===== config.mk =====
export PLATFORM = sky130hd
export DESIGN_NAME = kvbfe_ram
export DESIGN_NICKNAME = d
export VERILOG_FILES = /design/src/hdl/keyvalue_beacon_field_extractor_defines.svh /design/src/hdl/kvbfe_ram.sv
export SDC_FILE = /design/constraint.sdc
export NUM_CORES = 1
export LEC_CHECK = 0
export ABC_AREA = 1
export BUFFER_PORTS_ARGS = -buffer_cell sky130_fd_sc_hd__buf_2
export CAP_MARGIN = 15
export CORE_MARGIN = 3
export CORE_UTILIZATION = 32
export DETAILED_ROUTE_END_ITERATION = 8
export GPL_ROUTABILITY_DRIVEN = 0
export MAX_ROUTING_LAYER = met4
export PLACE_DENSITY = 0.56
export SLEW_MARGIN = 30
export SYNTH_ARGS = -nofsm -noshare
export SYNTH_HDL_FRONTEND = slang
export SYNTH_SLANG_ARGS = --single-unit

===== constraint.sdc =====
create_clock -name clk -period 1.3 [get_ports clk]
set_input_delay 0 -clock clk [delete_from_list [all_inputs] [get_ports clk]]
set_output_delay 0 -clock clk [all_outputs]
set_load 0.01 [all_outputs]

===== src/hdl/keyvalue_beacon_field_extractor_defines.svh =====
// Assertion macros shared by the key=value beacon field extractor.
`ifndef KEYVALUE_BEACON_FIELD_EXTRACTOR_DEFINES_SVH
`define KEYVALUE_BEACON_FIELD_EXTRACTOR_DEFINES_SVH
// Check a consequence in the same cycle as its trigger.
`define KVBFE_CHECK_NOW(label, ante, cons, msg) \
	label: assert property (@(posedge clk) disable iff (!arst_n) (ante) |-> (cons)) \
		else $error(msg);
// Check a consequence in the cycle after its trigger.
`define KVBFE_CHECK_NEXT(label, ante, cons, msg) \
	label: assert property (@(posedge clk) disable iff (!arst_n) (ante) |=> (cons)) \
		else $error(msg);
`endif


===== src/hdl/kvbfe_ram.sv =====
// Generic single-write, single-read RAM with registered read data.
module kvbfe_ram #(
	parameter int WIDTH = 8,
	parameter int DEPTH = 128
) (
	input  logic                     clk,
	input  logic                     we,
	input  logic [$clog2(DEPTH)-1:0] waddr,
	input  logic [WIDTH-1:0]         wdata,
	input  logic                     re,
	input  logic [$clog2(DEPTH)-1:0] raddr,
	output logic [WIDTH-1:0]         rdata
);

	logic [WIDTH-1:0] mem_q [DEPTH];

	// Write port
	always_ff @(posedge clk) begin
		if (we) begin
			mem_q[waddr] <= wdata;
		end
	end

	// Registered read port, holds when idle
	always_ff @(posedge clk) begin
		if (re) begin
			rdata <= mem_q[raddr];
		end
	end

endmodule


==> results of run 1 <==
[what timing repair did]
action,in CTS,in global routing
pin swaps,71,79
setup endpoints to repair,14,13
gates resized for setup,156,127
hold endpoints to repair,1040,8
hold buffers,9,1
[final timing paths]
check,to,slack (ns),cells after the start
max,rdata[5]$_DFFE_PP_,-0.24,10
min,rdata[6]$_DFFE_PP_,0.01,4
max reg2reg,rdata[5]$_DFFE_PP_,-0.24,10
min reg2reg,rdata[5]$_DFFE_PP_,1.02,10
[cell type report]
class | instances | area [sq um] | area share, %
repair buffers | 427 | 4263 | 8.177
clock inverters | 64 | 832.0 | 1.596
flip-flops and latches | 1032 | 30990 | 59.44
diodes | 3 | 7.507 | 0.01440
well taps | 1742 | 2180 | 4.181
multi-input cells | 2288 | 11020 | 21.15
inverters | 24 | 116.4 | 0.2232
clock buffers | 124 | 2720 | 5.218
[synthesized netlist by cell type (all sizes together)]
cell	number
buf	197
edfxtp	1032
clkbuf	34
nor3	8
nand3	931
inv	24
nor2	134
nand2	1215
[tightest hold or removal path, cell delays in order]
cell and delay [ns]:
buf_2 0.10, inv_1 0.23, nand2_1 0.15, nand2_1 0.04
[state kept, by name (all words and copies together) (netlist names)]
register / count
rdata: 8
mem_q: 1024
[power by group through the flow]
stage               Sequential [mW]  Clock [mW]  Combinational [mW]
floorplan                      37.5           0                2.42
global placement               37.5           0                5.11
detailed placement             37.5           0                5.11
CTS                            36.8        31.7                5.38
global route                   36.8        33.1                5.98
finish                         36.8        31.2                5.56
[logic make-up after synthesis]
logic type,synth area share (%)
buffers and inverters,3.393
flip-flops,73.46
AND/OR/NAND/NOR,23.14
[layer usage]
metal	up-vias	global-route usage (%)
met4	0	4.433
met1	14160	25.00
met3	161	2.375
li1	13210	-
met2	1011	27.87
met5	-	-
[per-stage QoR]
| step | cells | setup slack, ns |
|---|---|---|
| floorplan | 3575 | -0.05583 |
| global placement | 5503 | -0.7640 |
| detailed placement | 5503 | -0.7344 |
| CTS | 5700 | -0.2081 |
| global route | 5704 | -0.2692 |
| finish | 5704 | -0.2416 |
==> results.toml, run 1 <==
[run_status]
status = "complete, but fails checks"
violations = "negative setup slack"

[power_and_ir_drop]
power_frac_seq_pct = 50.0
power_frac_comb_pct = 7.5
power_switching_mw = 16.54
p_per_area_mw_per_mm2 = 1412
p_total_mw = 73.59
power.leakage_nw = 18.87
netSwitchingFraction_pct = 22.47
ir_drop_uv = 971.6
cellInternalPower_mw = 57.05
p_clk_share_pct = 42.4

[sta]
whs_ns = 0.01165
report.final.slew_viol_count = 0
grt_setup_unrepaired = "yes"
worstMarginPinSlew_ns = 0.5424
max_slew_margin_pct = 63.80
fin_setup_tns_ns = -1.853
fmax_mhz = 648.7
fin_ws_ns = -0.2416
fin_crit_sh_pct = 118.6
hold_violations = 0
final.setup_skew_ns = 0.02505
layout_min_cycle_time_ns = 1.542
setup_viol = 12

[floorplan]
die_w_um = 369.1
ios = 33
rows = 132
die_h_um = 369.1
core-area_sq_mm = 0.1301
start_util_pct = 32.41
dieArea_sq_mm = 0.1362

[setup_path]
startpoint_type = "flip-flop"
path_class = "reg -> reg"
cp.required_ns = 1.74
cp-end-kind = "flip-flop"
critPathSlowestCell = "edfxtp_1"
path_common_cell = "nand2_1"
arrival_ns = 1.98
max_stage_delay_ns = 0.38
worstReg2RegStart = "mem_q[86][5]$_DFFE_PP_"
crit_fanout = 1
cp_cell_sequence = "nand2_1 > nand3_1 > nand3_2 > nand3_2 > nand2_1 > nand2_1 > nand3_4 > nand2_1 > nand2_1 > nand2_1"
crit_path_start = "mem_q[86][5]$_DFFE_PP_"
path_buf_inv = 0
cpLargestDelayFamily = "simple AND/OR/NAND/NOR gates"

[global_routing]
grt-ovfl-total = 0
grt_max_degree = 68
grt_pass1_vias = 27440
antenna_found_initial = 3
grt_first_pass_wirelength_um = 179700
grt_usage_pct = 17.94

[route]
dr.pass1.iters = 6
met2WireLength_um = 57090
wl_met1_um = 53200
routedWlPerCell_um = 21.19
wirelength_um = 120900
top_layer_used = "met4"
wl_met3_um = 8252
drcViolationCount = 0
drt_iter0_drc = 2794
drt.antenna.violating_nets = 0
viasPerCell = 5.004
num_vias = 28540

[run]
max_cap_viol_count = 0

[place]
io_buffers = 32
post-dp-hpwl_um = 76990
place_area_sq_mm = 0.04718

[layout]
final_nets = 3903
fin_util_pct = 40.06
area_growth_pct = 23.58
fin_area_sq_mm = 0.05213
nFillCells = 12280
drive_gt1_share_pct = 20.96
final_common_cell = "nand2_1"
layout_common_cells = "1153 x nand2_1, 1032 x edfxtp_1, 736 x nand3_1, 306 x buf_4, 179 x nand3_2"

[hold_path]
hold_class = "in -> reg"
hp-start = "raddr[6]"

[synth]
ys_types = 13
ys_seq_elements = 1032
ys_seq_area_share_pct = 73.46
synth_top_area_cell = "edfxtp_1"
syn_avg_cell_area_sq_um = 11.80
synth.top_cell.area_share_pct = 73.46
syn-instance-count = 3575
synth_area_leaders = "edfxtp_1 73%, nand3_1 11%, nand2_1 11%"
ys_warn_count = 0
syn_area_sq_mm = 0.04218
synth_nets = 3600

[cts]
cts_sinks = 1032
clkLatencyLatePin_ns = 0.68
clkTransAtPathRegs_ns = 0.06
numCtsBuffers = 105
h-tree-depth = 3
cts-root-buf = "clkbuf_16"
cts_tree = "yes"
cts_buffer_depth = 3
post-cts-setup-buffers = 0
Note: power is estimated with default switching activity, not from simulation.
==> run 2: changes to the inputs <==
PLACE_DENSITY = 0.54   (was 0.56)
clock period = 2 ns   (was 1.3 ns; I/O delays follow)
==> run 2 against run 1 <==
Against the previous run: the flow now finishes without violations; global-route usage is 0.36 points lower; combinational power is 44% lower; count of clock-buffer cells in the layout is 8 higher; critical path depth stayed put; power is 37% lower; setup slack better by 0.49 ns; die area stayed put; via count is 2.6% lower; sequential share of layout area is 3.0 points higher; highest routed layer unchanged.
==> results.toml, run 2 (synthesized netlist as in run 1, its figures left out) <==
[run_status]
status = "finished, final reports clean"

[floorplan]
rows = 132
core-area_sq_mm = 0.1301
start_util_pct = 32.41
ios = 33
die_h_um = 369.1
die_w_um = 369.1
dieArea_sq_mm = 0.1362

[power_and_ir_drop]
ir_drop_uv = 733.3
power.leakage_nw = 17.77
p_per_area_mw_per_mm2 = 931.8

[setup_path]
worstReg2RegStart = "mem_q[22][1]$_DFFE_PP_"
reg2reg_to = "rdata[1]$_DFFE_PP_"
path_class = "reg -> reg"
path_common_cell = "nand2_1"
cp.required_ns = 2.44
max_stage_delay_ns = 0.37
cp_cell_sequence = "nand2_1 > nand3_1 > nand3_1 > nand3_1 > nand2_1 > nand2_1 > nand3_1 > nand2_1 > nand2_1 > nand2_1"
cpLargestDelayFamily = "simple AND/OR/NAND/NOR gates"
startpoint_type = "flip-flop"
r2r.worst_path.cells = 10
critPathSlowestCell = "edfxtp_1"
arrival_ns = 2.20
cp-end-kind = "flip-flop"
crit_fanout = 1
ff2ff_setup_slack_ns = 0.25
path_buf_inv = 0

[sta]
max_slew_margin_pct = 63.63
fin_ws_ns = 0.2464
hold_violations = 0
whs_ns = 0.05998
report.final.slew_viol_count = 0
worstMarginPinSlew_ns = 0.5455
setup_viol = 0
grt_setup_unrepaired = "no"
fmax_mhz = 570.3
layout_min_cycle_time_ns = 1.754
final.setup_skew_ns = 0.01635
fin_crit_sh_pct = 87.68

[place]
post-dp-hpwl_um = 71800
pre_cts_ws_ns = -0.08126
io_buffers = 32

[cts]
clkTransAtPathRegs_ns = 0.06
h-tree-depth = 3
cts_tree = "yes"
cts_sinks = 1032
numCtsBuffers = 109
hold_buffers = 11
clkLatencyLatePin_ns = 0.69
cts_buffer_depth = 3
cts-root-buf = "clkbuf_16"
cts-resized-gates = 0
post-cts-setup-buffers = 0

[global_routing]
grt_first_pass_wirelength_um = 175900
grt_max_degree = 81
grt_pass1_vias = 26790
grt-ovfl-total = 0
grt_usage_pct = 17.58
antenna_found_initial = 6

[route]
drcViolationCount = 0
num_vias = 27790
wirelength_um = 117800
routedWlPerCell_um = 20.95
drt.antenna.violating_nets = 0
dr.pass1.iters = 6
viasPerCell = 4.941
drt_iter0_drc = 2986

[layout]
multi_input_area_sq_mm = 0.009763
layout_common_cells = "1215 x nand2_1, 1032 x edfxtp_1, 931 x nand3_1, 233 x buf_4, 134 x nor2_1"
drive_gt1_share_pct = 12.23
regArea_sq_mm = 0.03099
largest_reg_flops = 1024
largest_register = "mem_q"
top_regs = "mem_q (1024), rdata (8)"
nFillCells = 12630
final_nets = 3811
area_growth_pct = 17.66
final_common_cell = "nand2_1"

[hold_path]
hold_class = "in -> reg"
hold_end = "mem_q[83][1]$_DFFE_PP_"
holdPathStages = 5
hp-start = "waddr[2]"

[run]
max_cap_viol_count = 0
[run 2: area by class of cell]
class                           count  area share [%]
Multi-Input combinational cell   2288           19.67
Clock inverter                     70           1.011
Sequential cell                  1032           62.44
Inverter                           24          0.2344
Timing Repair Buffer              331           6.474
Clock buffer                      132           5.755
Antenna cell                        5         0.02521
Tap cell                         1742           4.391
[run 2: how the worst max path moves through the flow]
stage	start	to	cells past startpoint
global placement	raddr[1]	rdata[1]$_DFFE_PP_	13
global route	mem_q[22][1]$_DFFE_PP_	rdata[1]$_DFFE_PP_	10
detailed placement	raddr[1]	rdata[1]$_DFFE_PP_	13
CTS	mem_q[20][1]$_DFFE_PP_	rdata[1]$_DFFE_PP_	10
floorplan	we	mem_q[105][0]$_DFFE_PP_	4
finish	mem_q[22][1]$_DFFE_PP_	rdata[1]$_DFFE_PP_	10
[run 2: power breakdown]
group	switching (mW)	internal (mW)	leakage (nW)	total (mW)
clock network	8.31	10.9	1.65	19.2
registers	0.0272	23.9	9.29	23.9
logic	2.21	0.910	6.84	3.12
total	10.6	35.7	17.8	46.2
[run 2: layer usage]
layer,up-vias,share of wire (%),GRT usage (%)
met3,139,6.4,2.811
met2,880,47,27.06
met5,-,0,-
met1,13730,45,24.38
li1,13040,-,-
met4,0,2.0,4.410
[run 2: worst register-to-register path: cells and delay by family (launching register included)]
kind | cells | cell delay [ns]
flip-flops | 1 | 0.37
AND/OR/NAND/NOR | 10 | 1.16
[run 2: through the flow]
stage	setup TNS [ns]	power, mW	instances	instance area (sq um)	util, %
6_report	0	46.25	5624	49630	38.14
2_1_floorplan	0	25.96	3575	42180	-
3_3_place_gp	-0.09327	27.49	5406	46150	35.46
5_1_grt	0	47.78	5624	49630	38.14
4_1_cts	0	46.67	5619	49620	38.13
3_5_place_dp	-0.08957	27.49	5406	46150	35.46
