<file path="config.mk">
export PLATFORM = sky130hd
export DESIGN_NAME = kvbfe_parser
export DESIGN_NICKNAME = d
export VERILOG_FILES = /design/src/hdl/keyvalue_beacon_field_extractor_defines.svh /design/src/hdl/kvbfe_pkg.sv /design/src/hdl/kvbfe_parser.sv
export SDC_FILE = /design/constraint.sdc
export NUM_CORES = 1
export LEC_CHECK = 0
export BUFFER_PORTS_ARGS = -buffer_cell sky130_fd_sc_hd__buf_4
export CAP_MARGIN = 20
export CORE_MARGIN = 3
export CORE_UTILIZATION = 58
export DETAILED_ROUTE_END_ITERATION = 10
export PLACE_DENSITY = 0.87
export SYNTH_ARGS = -nofsm -noshare
export SYNTH_HDL_FRONTEND = slang
export SYNTH_SLANG_ARGS = --single-unit
export TNS_END_PERCENT = 20
</file>
<file path="constraint.sdc">
create_clock -name clk -period 3.1 [get_ports clk]
set_input_delay 0.155 -clock clk [delete_from_list [all_inputs] [get_ports clk]]
set_output_delay 0.155 -clock clk [all_outputs]
set_load 0.05 [all_outputs]
</file>
<file path="src/hdl/keyvalue_beacon_field_extractor_defines.svh">
// Assertion macros shared by the key=value beacon field extractor.
`ifndef KEYVALUE_BEACON_FIELD_EXTRACTOR_DEFINES_SVH
`define KEYVALUE_BEACON_FIELD_EXTRACTOR_DEFINES_SVH
// Check a consequence in the same cycle as its trigger.
`define KVBFE_CHECK_NOW(label, ante, cons, msg) \
	label: assert property (@(posedge clk) disable iff (!arst_n) (ante) |-> (cons)) \
		else $error(msg);
// Check a consequence in the cycle after its trigger.
`define KVBFE_CHECK_NEXT(label, ante, cons, msg) \
	label: assert property (@(posedge clk) disable iff (!arst_n) (ante) |=> (cons)) \
		else $error(msg);
`endif

</file>
<file path="src/hdl/kvbfe_pkg.sv">
// Package: beat types, text tables and constants of the beacon field extractor.
package kvbfe_pkg;

	localparam int DEF_UUID_CAPACITY     = 64;
	localparam int DEF_MACHINE_CAPACITY  = 64;
	localparam int DEF_PLATFORM_CAPACITY = 64;
	localparam int DEF_SERVICES_CAPACITY = 64;

	localparam int NUM_FIELDS = 4;
	localparam logic [3:0] PFX_LEN   = 4'd12;
	localparam logic [2:0] UUIDP_LEN = 3'd5;
	localparam logic [3:0] KEY_SAT   = 4'd9;
	localparam logic [6:0] VLEN_SAT  = 7'd127;
	localparam logic [7:0] CH_LF     = 8'h0a;
	localparam logic [7:0] CH_EQ     = 8'h3d;

	// Field codes
	localparam logic [1:0] FLD_UUID     = 2'd0;
	localparam logic [1:0] FLD_MACHINE  = 2'd1;
	localparam logic [1:0] FLD_PLATFORM = 2'd2;
	localparam logic [1:0] FLD_SERVICES = 2'd3;

	typedef enum logic {
		ACT_BYTE = 1'b0,
		ACT_READ = 1'b1
	} action_t;

	typedef struct packed {
		action_t     action;
		logic [7:0]  data_byte;
		logic        last_byte;
		logic [1:0]  read_field;
		logic [5:0]  read_index;
	} in_beat_t;

	typedef struct packed {
		logic        packet_done;
		logic        detected;
		logic        excluded;
		logic        malformed;
		logic [7:0]  read_char;
		logic [5:0]  uuid_length;
		logic [5:0]  machine_length;
		logic [5:0]  platform_length;
		logic [5:0]  services_length;
	} out_beat_t;

	// Store access issued by the parser for one beat
	typedef struct packed {
		logic        wr_en;
		logic [1:0]  wr_field;
		logic        wr_bank;
		logic [5:0]  wr_idx;
		logic [7:0]  wr_data;
		logic        rd_en;
		logic [1:0]  rd_field;
		logic        rd_bank;
		logic [5:0]  rd_idx;
	} store_cmd_t;

	// Result of one beat, before the store read data joins it
	typedef struct packed {
		logic             packet_done;
		logic             detected;
		logic             excluded;
		logic             malformed;
		logic             rd_hit;
		logic [1:0]       rd_field;
		logic [3:0][5:0]  lengths;
	} meta_t;

	function automatic logic [7:0] to_lower(input logic [7:0] c);
		logic [7:0] r;
		r = c;
		if (c >= 8'h41 && c <= 8'h5a) begin
			r = c + 8'd32;
		end
		return r;
	endfunction

	function automatic logic [7:0] pfx_char(input logic [3:0] pos);
		logic [7:0] r;
		case (pos)
			4'd0:    r = "t";
			4'd1:    r = "i";
			4'd2:    r = "v";
			4'd3:    r = "o";
			4'd4:    r = "c";
			4'd5:    r = "o";
			4'd6:    r = "n";
			4'd7:    r = "n";
			4'd8:    r = "e";
			4'd9:    r = "c";
			4'd10:   r = "t";
			4'd11:   r = "=";
			default: r = 8'h00;
		endcase
		return r;
	endfunction

	function automatic logic [7:0] uuidp_char(input logic [2:0] pos);
		logic [7:0] r;
		case (pos)
			3'd0:    r = "u";
			3'd1:    r = "u";
			3'd2:    r = "i";
			3'd3:    r = "d";
			3'd4:    r = ":";
			default: r = 8'h00;
		endcase
		return r;
	endfunction

	function automatic logic [63:0] key_text(input logic [1:0] f);
		logic [63:0] r;
		case (f)
			FLD_UUID:     r = "identity";
			FLD_MACHINE:  r = {"machine", 8'h00};
			FLD_PLATFORM: r = "platform";
			FLD_SERVICES: r = "services";
			default:      r = '0;
		endcase
		return r;
	endfunction

	// Character i of key f, first character at i = 0
	function automatic logic [7:0] key_char(input logic [1:0] f, input logic [2:0] i);
		logic [63:0] t;
		t = key_text(f);
		return t[8'(7 - 32'(i)) * 8 +: 8];
	endfunction

	function automatic logic [3:0] key_len(input logic [1:0] f);
		logic [3:0] r;
		case (f)
			FLD_MACHINE: r = 4'd7;
			default:     r = 4'd8;
		endcase
		return r;
	endfunction

endpackage

</file>
<file path="src/hdl/kvbfe_parser.sv">
// Parser: per-beat prefix, key and value tracking, commit logic and store access.
module kvbfe_parser #(
	parameter int UUID_CAPACITY     = kvbfe_pkg::DEF_UUID_CAPACITY,
	parameter int MACHINE_CAPACITY  = kvbfe_pkg::DEF_MACHINE_CAPACITY,
	parameter int PLATFORM_CAPACITY = kvbfe_pkg::DEF_PLATFORM_CAPACITY,
	parameter int SERVICES_CAPACITY = kvbfe_pkg::DEF_SERVICES_CAPACITY
) (
	input  logic                   clk,
	input  logic                   arst_n,
	input  logic                   accept,
	input  kvbfe_pkg::in_beat_t    beat,
	output kvbfe_pkg::store_cmd_t  cmd,
	output kvbfe_pkg::meta_t       meta
);

	// Longest value kept per field
	localparam logic [3:0][6:0] LIMS = {
		7'(SERVICES_CAPACITY - 1), 7'(PLATFORM_CAPACITY - 1),
		7'(MACHINE_CAPACITY - 1), 7'(UUID_CAPACITY - 1)
	};

	logic [3:0]       prefix_pos_q, prefix_pos_d;
	logic             prefix_ok_q, prefix_ok_d;
	logic             seen_eq_q, seen_eq_d;
	logic [3:0]       key_cnt_q, key_cnt_d;
	logic [3:0]       cand_q, cand_d;
	logic [2:0]       upfx_pos_q, upfx_pos_d;
	logic             upfx_ok_q, upfx_ok_d;
	logic [6:0]       vlen_q, vlen_d;
	logic             malformed_q, malformed_d;
	logic             nul_seen_q, nul_seen_d;
	logic [3:0]       bank_q, bank_d;
	logic [3:0][5:0]  len_q, len_d;

	logic [1:0]       fsel;
	logic [6:0]       lim_sel;
	logic [7:0]       lb;
	logic             det;

	// Pick the first surviving key candidate
	always_comb begin
		fsel = kvbfe_pkg::FLD_UUID;
		if (cand_q[0]) begin
			fsel = kvbfe_pkg::FLD_UUID;
		end else if (cand_q[1]) begin
			fsel = kvbfe_pkg::FLD_MACHINE;
		end else if (cand_q[2]) begin
			fsel = kvbfe_pkg::FLD_PLATFORM;
		end else begin
			fsel = kvbfe_pkg::FLD_SERVICES;
		end
		lim_sel = LIMS[fsel];
	end

	assign lb = kvbfe_pkg::to_lower(beat.data_byte);

	// Next state, store access and result for one beat
	always_comb begin
		prefix_pos_d = prefix_pos_q;
		prefix_ok_d  = prefix_ok_q;
		seen_eq_d    = seen_eq_q;
		key_cnt_d    = key_cnt_q;
		cand_d       = cand_q;
		upfx_pos_d   = upfx_pos_q;
		upfx_ok_d    = upfx_ok_q;
		vlen_d       = vlen_q;
		malformed_d  = malformed_q;
		nul_seen_d   = nul_seen_q;
		bank_d       = bank_q;
		len_d        = len_q;
		cmd          = '0;
		meta         = '0;
		det          = 1'b0;

		if (accept && beat.action == kvbfe_pkg::ACT_READ) begin
			// Read one committed character from the active bank
			cmd.rd_en    = 1'b1;
			cmd.rd_field = beat.read_field;
			cmd.rd_bank  = bank_q[beat.read_field];
			cmd.rd_idx   = beat.read_index;
			meta.rd_hit  = beat.read_index < len_q[beat.read_field];
			meta.rd_field = beat.read_field;
		end else if (accept) begin
			if (prefix_ok_q) begin
				// Match the packet prefix
				if (prefix_pos_q < kvbfe_pkg::PFX_LEN) begin
					if (lb != kvbfe_pkg::pfx_char(prefix_pos_q)) begin
						prefix_ok_d = 1'b0;
					end else begin
						prefix_pos_d = prefix_pos_q + 4'd1;
					end
				end
				if (prefix_ok_d) begin
					if (beat.data_byte == kvbfe_pkg::CH_LF) begin
						// End of line: flag a line without '=', commit a matched value, then clear the line
						if (!seen_eq_q) begin
							malformed_d = 1'b1;
						end else if (cand_q != 4'd0 && prefix_pos_d == kvbfe_pkg::PFX_LEN &&
								(fsel != kvbfe_pkg::FLD_UUID ||
								(upfx_ok_q && upfx_pos_q == kvbfe_pkg::UUIDP_LEN))) begin
							len_d[fsel]  = (vlen_q < lim_sel) ? vlen_q[5:0] : lim_sel[5:0];
							bank_d[fsel] = ~bank_q[fsel];
						end
						seen_eq_d  = 1'b0;
						key_cnt_d  = 4'd0;
						cand_d     = 4'hf;
						upfx_pos_d = 3'd0;
						upfx_ok_d  = 1'b1;
						vlen_d     = 7'd0;
						nul_seen_d = 1'b0;
					end else if (!seen_eq_q) begin
						if (beat.data_byte == kvbfe_pkg::CH_EQ) begin
							// Key ends: keep candidates of exact length
							seen_eq_d = 1'b1;
							for (int f = 0; f < kvbfe_pkg::NUM_FIELDS; f++) begin
								cand_d[f] = cand_q[f] &&
									(kvbfe_pkg::key_len(2'(f)) == key_cnt_q);
							end
						end else begin
							// Key character: drop candidates that differ
							for (int f = 0; f < kvbfe_pkg::NUM_FIELDS; f++) begin
								if (key_cnt_q >= kvbfe_pkg::key_len(2'(f)) || key_cnt_q[3] ||
										lb != kvbfe_pkg::key_char(2'(f), key_cnt_q[2:0])) begin
									cand_d[f] = 1'b0;
								end
							end
							if (key_cnt_q < kvbfe_pkg::KEY_SAT) begin
								key_cnt_d = key_cnt_q + 4'd1;
							end
						end
					end else if (cand_q != 4'd0) begin
						if (fsel == kvbfe_pkg::FLD_UUID && upfx_pos_q < kvbfe_pkg::UUIDP_LEN) begin
							// Check and strip the identity value prefix
							if (lb != kvbfe_pkg::uuidp_char(upfx_pos_q)) begin
								upfx_ok_d = 1'b0;
							end
							upfx_pos_d = upfx_pos_q + 3'd1;
						end else begin
							// Value character into the inactive bank
							if (vlen_q < lim_sel) begin
								cmd.wr_en    = 1'b1;
								cmd.wr_field = fsel;
								cmd.wr_bank  = ~bank_q[fsel];
								cmd.wr_idx   = vlen_q[5:0];
								cmd.wr_data  = nul_seen_q ? 8'h00 : beat.data_byte;
								if (beat.data_byte == 8'h00) begin
									nul_seen_d = 1'b1;
								end
							end
							if (vlen_q < kvbfe_pkg::VLEN_SAT) begin
								vlen_d = vlen_q + 7'd1;
							end
						end
					end
				end
			end
			if (beat.last_byte) begin
				// Close the packet and report its status
				det = prefix_ok_d && prefix_pos_d == kvbfe_pkg::PFX_LEN;
				meta.packet_done = 1'b1;
				meta.detected    = det;
				meta.excluded    = !det;
				meta.malformed   = det && (malformed_d || beat.data_byte != kvbfe_pkg::CH_LF);
				prefix_pos_d = 4'd0;
				prefix_ok_d  = 1'b1;
				malformed_d  = 1'b0;
				seen_eq_d    = 1'b0;
				key_cnt_d    = 4'd0;
				cand_d       = 4'hf;
				upfx_pos_d   = 3'd0;
				upfx_ok_d    = 1'b1;
				vlen_d       = 7'd0;
				nul_seen_d   = 1'b0;
			end
		end
		meta.lengths = len_d;
	end

	// Hold parser state between beats
	always_ff @(posedge clk or negedge arst_n) begin
		if (!arst_n) begin
			prefix_pos_q <= 4'd0;
			prefix_ok_q  <= 1'b1;
			seen_eq_q    <= 1'b0;
			key_cnt_q    <= 4'd0;
			cand_q       <= 4'hf;
			upfx_pos_q   <= 3'd0;
			upfx_ok_q    <= 1'b1;
			vlen_q       <= 7'd0;
			malformed_q  <= 1'b0;
			nul_seen_q   <= 1'b0;
			bank_q       <= 4'd0;
			len_q        <= '0;
		end else if (accept) begin
			prefix_pos_q <= prefix_pos_d;
			prefix_ok_q  <= prefix_ok_d;
			seen_eq_q    <= seen_eq_d;
			key_cnt_q    <= key_cnt_d;
			cand_q       <= cand_d;
			upfx_pos_q   <= upfx_pos_d;
			upfx_ok_q    <= upfx_ok_d;
			vlen_q       <= vlen_d;
			malformed_q  <= malformed_d;
			nul_seen_q   <= nul_seen_d;
			bank_q       <= bank_d;
			len_q        <= len_d;
		end
	end

endmodule

</file>
==> results.py <==
metrics = {
    "outcome": {
        "status": "finished with violations",
        "violations": "setup timing",
    },
    "finish": {
        "multiInputGateArea_um2": 3451,
        "drive_above_1_share_pct": 37.16,
        "final_util_pct": 75.46,
        "areaGrowthSynthToFinish_pct": 24.75,
        "diodes": 0,
        "final_area_um2": 6294,
        "layout.nets": 676,
        "area.sequential_um2": 1389,
        "fillers": 494,
    },
    "global_route": {
        "grtUsageTotal_pct": 29.10,
        "grt-ovfl-total": 0,
        "grt_max_degree": 56,
        "grt_first_pass_wirelength_mm": 23.14,
        "grt_pass1_vias": 4525,
        "antenna_found_initial": 0,
    },
    "clock_tree": {
        "htree_num_levels": 2,
        "clkTransAtPathRegs_ns": 0.11,
        "cts_max_path_buffers": 2,
        "root_buffer": "clkbuf_8",
        "insertion_delay_ns": 0.33,
        "clock-sinks": 55,
        "numCtsBuffers": 5,
        "cts_tree": "built",
    },
    "synth": {
        "synth_fp_nets": 595,
        "ys_top_cells_by_area": "dfrtp_1 24%, mux2_2 9.2%, ha_1 7.2%, dfstp_2 3.1%, mux4_2 3.1%",
        "ys_seq_elements": 55,
        "synth-async-reset-ratio_pct": 100.0,
        "synth_top_area_share_pct": 24.31,
        "synth-edff-count": 0,
        "ys_warn_count": 0,
        "synth_area_um2": 5045,
        "ys_seq_area_share_pct": 27.43,
        "synth_flop_cell": "dfrtp_1",
        "ys_types": 71,
        "avgSynthCellArea_um2": 9.257,
        "syn_inst": 545,
        "synth_top_cell_by_area": "dfrtp_1",
    },
    "floorplan": {
        "num_rows": 33,
        "chipHeight_um": 99.27,
        "start_util_pct": 60.49,
        "core_um2": 8341,
        "die_w_um": 99.27,
        "io_pins": 80,
        "dieArea_um2": 9854,
    },
    "timing": {
        "clock-skew-final_ns": 0.01086,
        "drv_slew": 0,
        "setup_tns_ns": -0.3614,
        "hold_viol": 0,
        "fmax_ghz": 0.3168,
        "period_minus_slack_ns": 3.156,
        "setup_viol": 11,
        "period_share_pct": 101.8,
        "relSlewSlack_pct": 47.06,
        "worst_pin_slew_ns": 0.7941,
        "fin_ws_ns": -0.05631,
        "rsz0062_at_grt": "yes",
    },
    "routing": {
        "ant_nets": 0,
        "drc": 0,
        "drtPass1Iterations": 6,
        "vias": 5047,
        "drt_iter0_drc": 752,
        "wl_per_cell_um": 22.15,
        "viasPerCell": 6.895,
        "wirelength_mm": 16.22,
    },
    "critical_path": {
        "cp.arrival_ns": 3.00,
        "endpoint_kind": "output port",
        "rrSetupSlack_ns": 0.11,
        "path_max_fanout": 6,
        "crit_type": "flip-flop to output port",
        "crit_required_ns": 2.94,
        "startpoint_type": "flip-flop",
    },
    "power": {
        "p_leak_nw": 2.878,
        "power.density_nw_per_um2": 300.9,
        "worst_ir_drop_vdd_mv": 0.2036,
    },
    "job": {
        "cap_viol_max_count": 0,
    },
    "placed_design": {
        "portBuffers": 79,
        "placed_cell_area_um2": 5710,
        "dp_hpwl_mm": 9.931,
        "gp_congestion": 0.9315,
    },
    "hold_path": {
        "hold_path.class": "primary input to flip-flop",
    },
}
where the power goes:
part | leakage [nW] | internal [mW] | switching [mW]
Clock | 0.0644 | 0.323 | 0.270
Sequential | 0.735 | 0.744 | 0.0370
Combinational | 2.08 | 0.210 | 0.309
Total | 2.88 | 1.28 | 0.617
cell families after synthesis:
kind of cell,share of synthesized area (%)
mux,17.58
compound gates,14.88
flops,27.43
fa+ha+maj,7.192
xor+xnor,4.167
simple gates,22.37
buf+inv,6.374
placed cells by master (no fill, tap or decap), types with 4 or more instances in the layout:
cell type and instances:
mux2i_1 11, ha_1 26, nand3_1 11, o21ai_0 23
nor2_1 29, or3_1 8, and2_1 13, and3_1 15
dfrtp_1 45, a31oi_1 5, xor2_1 9, a211oi_1 5
dfstp_2 6, inv_1 22, mux4_2 7, clkbuf_8 5
or2_2 6, buf_4 89, nand2b_1 9, dfrtp_2 4
nor3_4 6, buf_8 5, buf_6 19, nor3_1 8
mux2_2 37, nand4_1 11, o41ai_1 4, nor4_1 10
buf_12 4, nor2b_1 6, xnor2_1 14, a21o_1 5
mux2_4 13, nand2_1 29, a21oi_1 26
registers in the layout, summed over array words and instances, names as in the netlist:
register	count
vlen_q	7
seen_eq_q	1
upfx_pos_q	3
prefix_pos_q	4
upfx_ok_q	1
nul_seen_q	1
prefix_ok_q	1
cand_q	4
key_cnt_q	4
bank_q	4
malformed_q	1
len_q	24
area by class of cell:
| type | count | share of cell area [%] |
|---|---|---|
| Tap cell | 105 | 2.087 |
| Multi-Input combinational cell | 419 | 54.83 |
| Clock inverter | 3 | 1.074 |
| Inverter | 25 | 1.571 |
| Sequential cell | 55 | 22.07 |
| Clock buffer | 5 | 1.093 |
| Timing Repair Buffer | 120 | 17.28 |
critical path: stages, from the launching register on:
cell and delay, ns:
dfrtp_2 0.44, ha_4 0.16, inv_2 0.04, ha_4 0.15
nor2b_4 0.11, and4b_1 0.22, o21bai_1 0.13, a21oi_2 0.22
a32oi_4 0.21, nor4_4 0.33, buf_12 0.18, mux2_4 0.31
buf_8 0.15
what timing repair did:
item                                    4_1_cts  5_1_grt
pin swaps                                     8        9
hold buffers                                  1        0
hold endpoints to repair                     49        0
setup buffers                                13       11
endpoints found under the setup margin       41       42
resized for setup                             9       51
cloned                                        1        0
per-stage QoR:
step	hold WS, ns	power (mW)	worst slack [ns]	std cells
after detailed placement	0.2511	1.225	-0.04472	698
after global placement	0.2350	1.209	0.02528	698
after global routing	0.1282	1.960	-0.1435	732
after CTS	0.09444	1.813	0.0005387	721
final	0.1256	1.894	-0.05631	732
after floorplan	-0.1406	1.107	-0.3335	545
synthesized netlist by cell type (3+ instances only):
library cell,count
inv_1,25
and3_1,15
buf_1,8
a21o_1,5
a31oi_1,6
mux2_2,41
nand2b_1,10
nor2b_1,7
nor3_4,6
xnor2_1,15
or3_1,8
and2_1,14
mux4_2,7
o31ai_1,3
nor4_1,10
and4_1,3
dfstp_2,6
dfrtp_1,49
or2_2,6
ha_1,29
mux2_4,9
buf_6,3
o41ai_1,4
nand4_1,11
a211oi_1,6
o21ai_0,23
o311ai_0,3
nand3_1,11
nor3_1,9
nor2_1,29
nor3b_1,4
mux2i_1,11
o22ai_1,3
clkbuf_1,23
xor2_1,9
buf_4,7
buf_2,5
nand2_1,29
a21oi_1,28
o31a_1,3
routing by layer:
layer / track usage, % / part of all wire, % / up-vias
met3: 4.839 / 9.9 / 110
met5: 0 / 0 / -
met2: 49.17 / 49 / 391
li1: - / - / 2157
met4: 9.559 / 4.8 / 0
met1: 38.05 / 37 / 2389
worst paths after layout:
check,startpoint,endpoint,cells after the start
worst max register to register,prefix_pos_q[0],len_q[8],13
worst min register to register,upfx_ok_q,upfx_ok_q,2
max in group asynchronous,arst_n,prefix_pos_q[2],2
min in group asynchronous,arst_n,len_q[9],2
worst min-delay path,beat[8],prefix_pos_q[1],2
worst max-delay path,prefix_pos_q[0],meta[10],12
No activity file was read; power rests on OpenSTA's default activity.
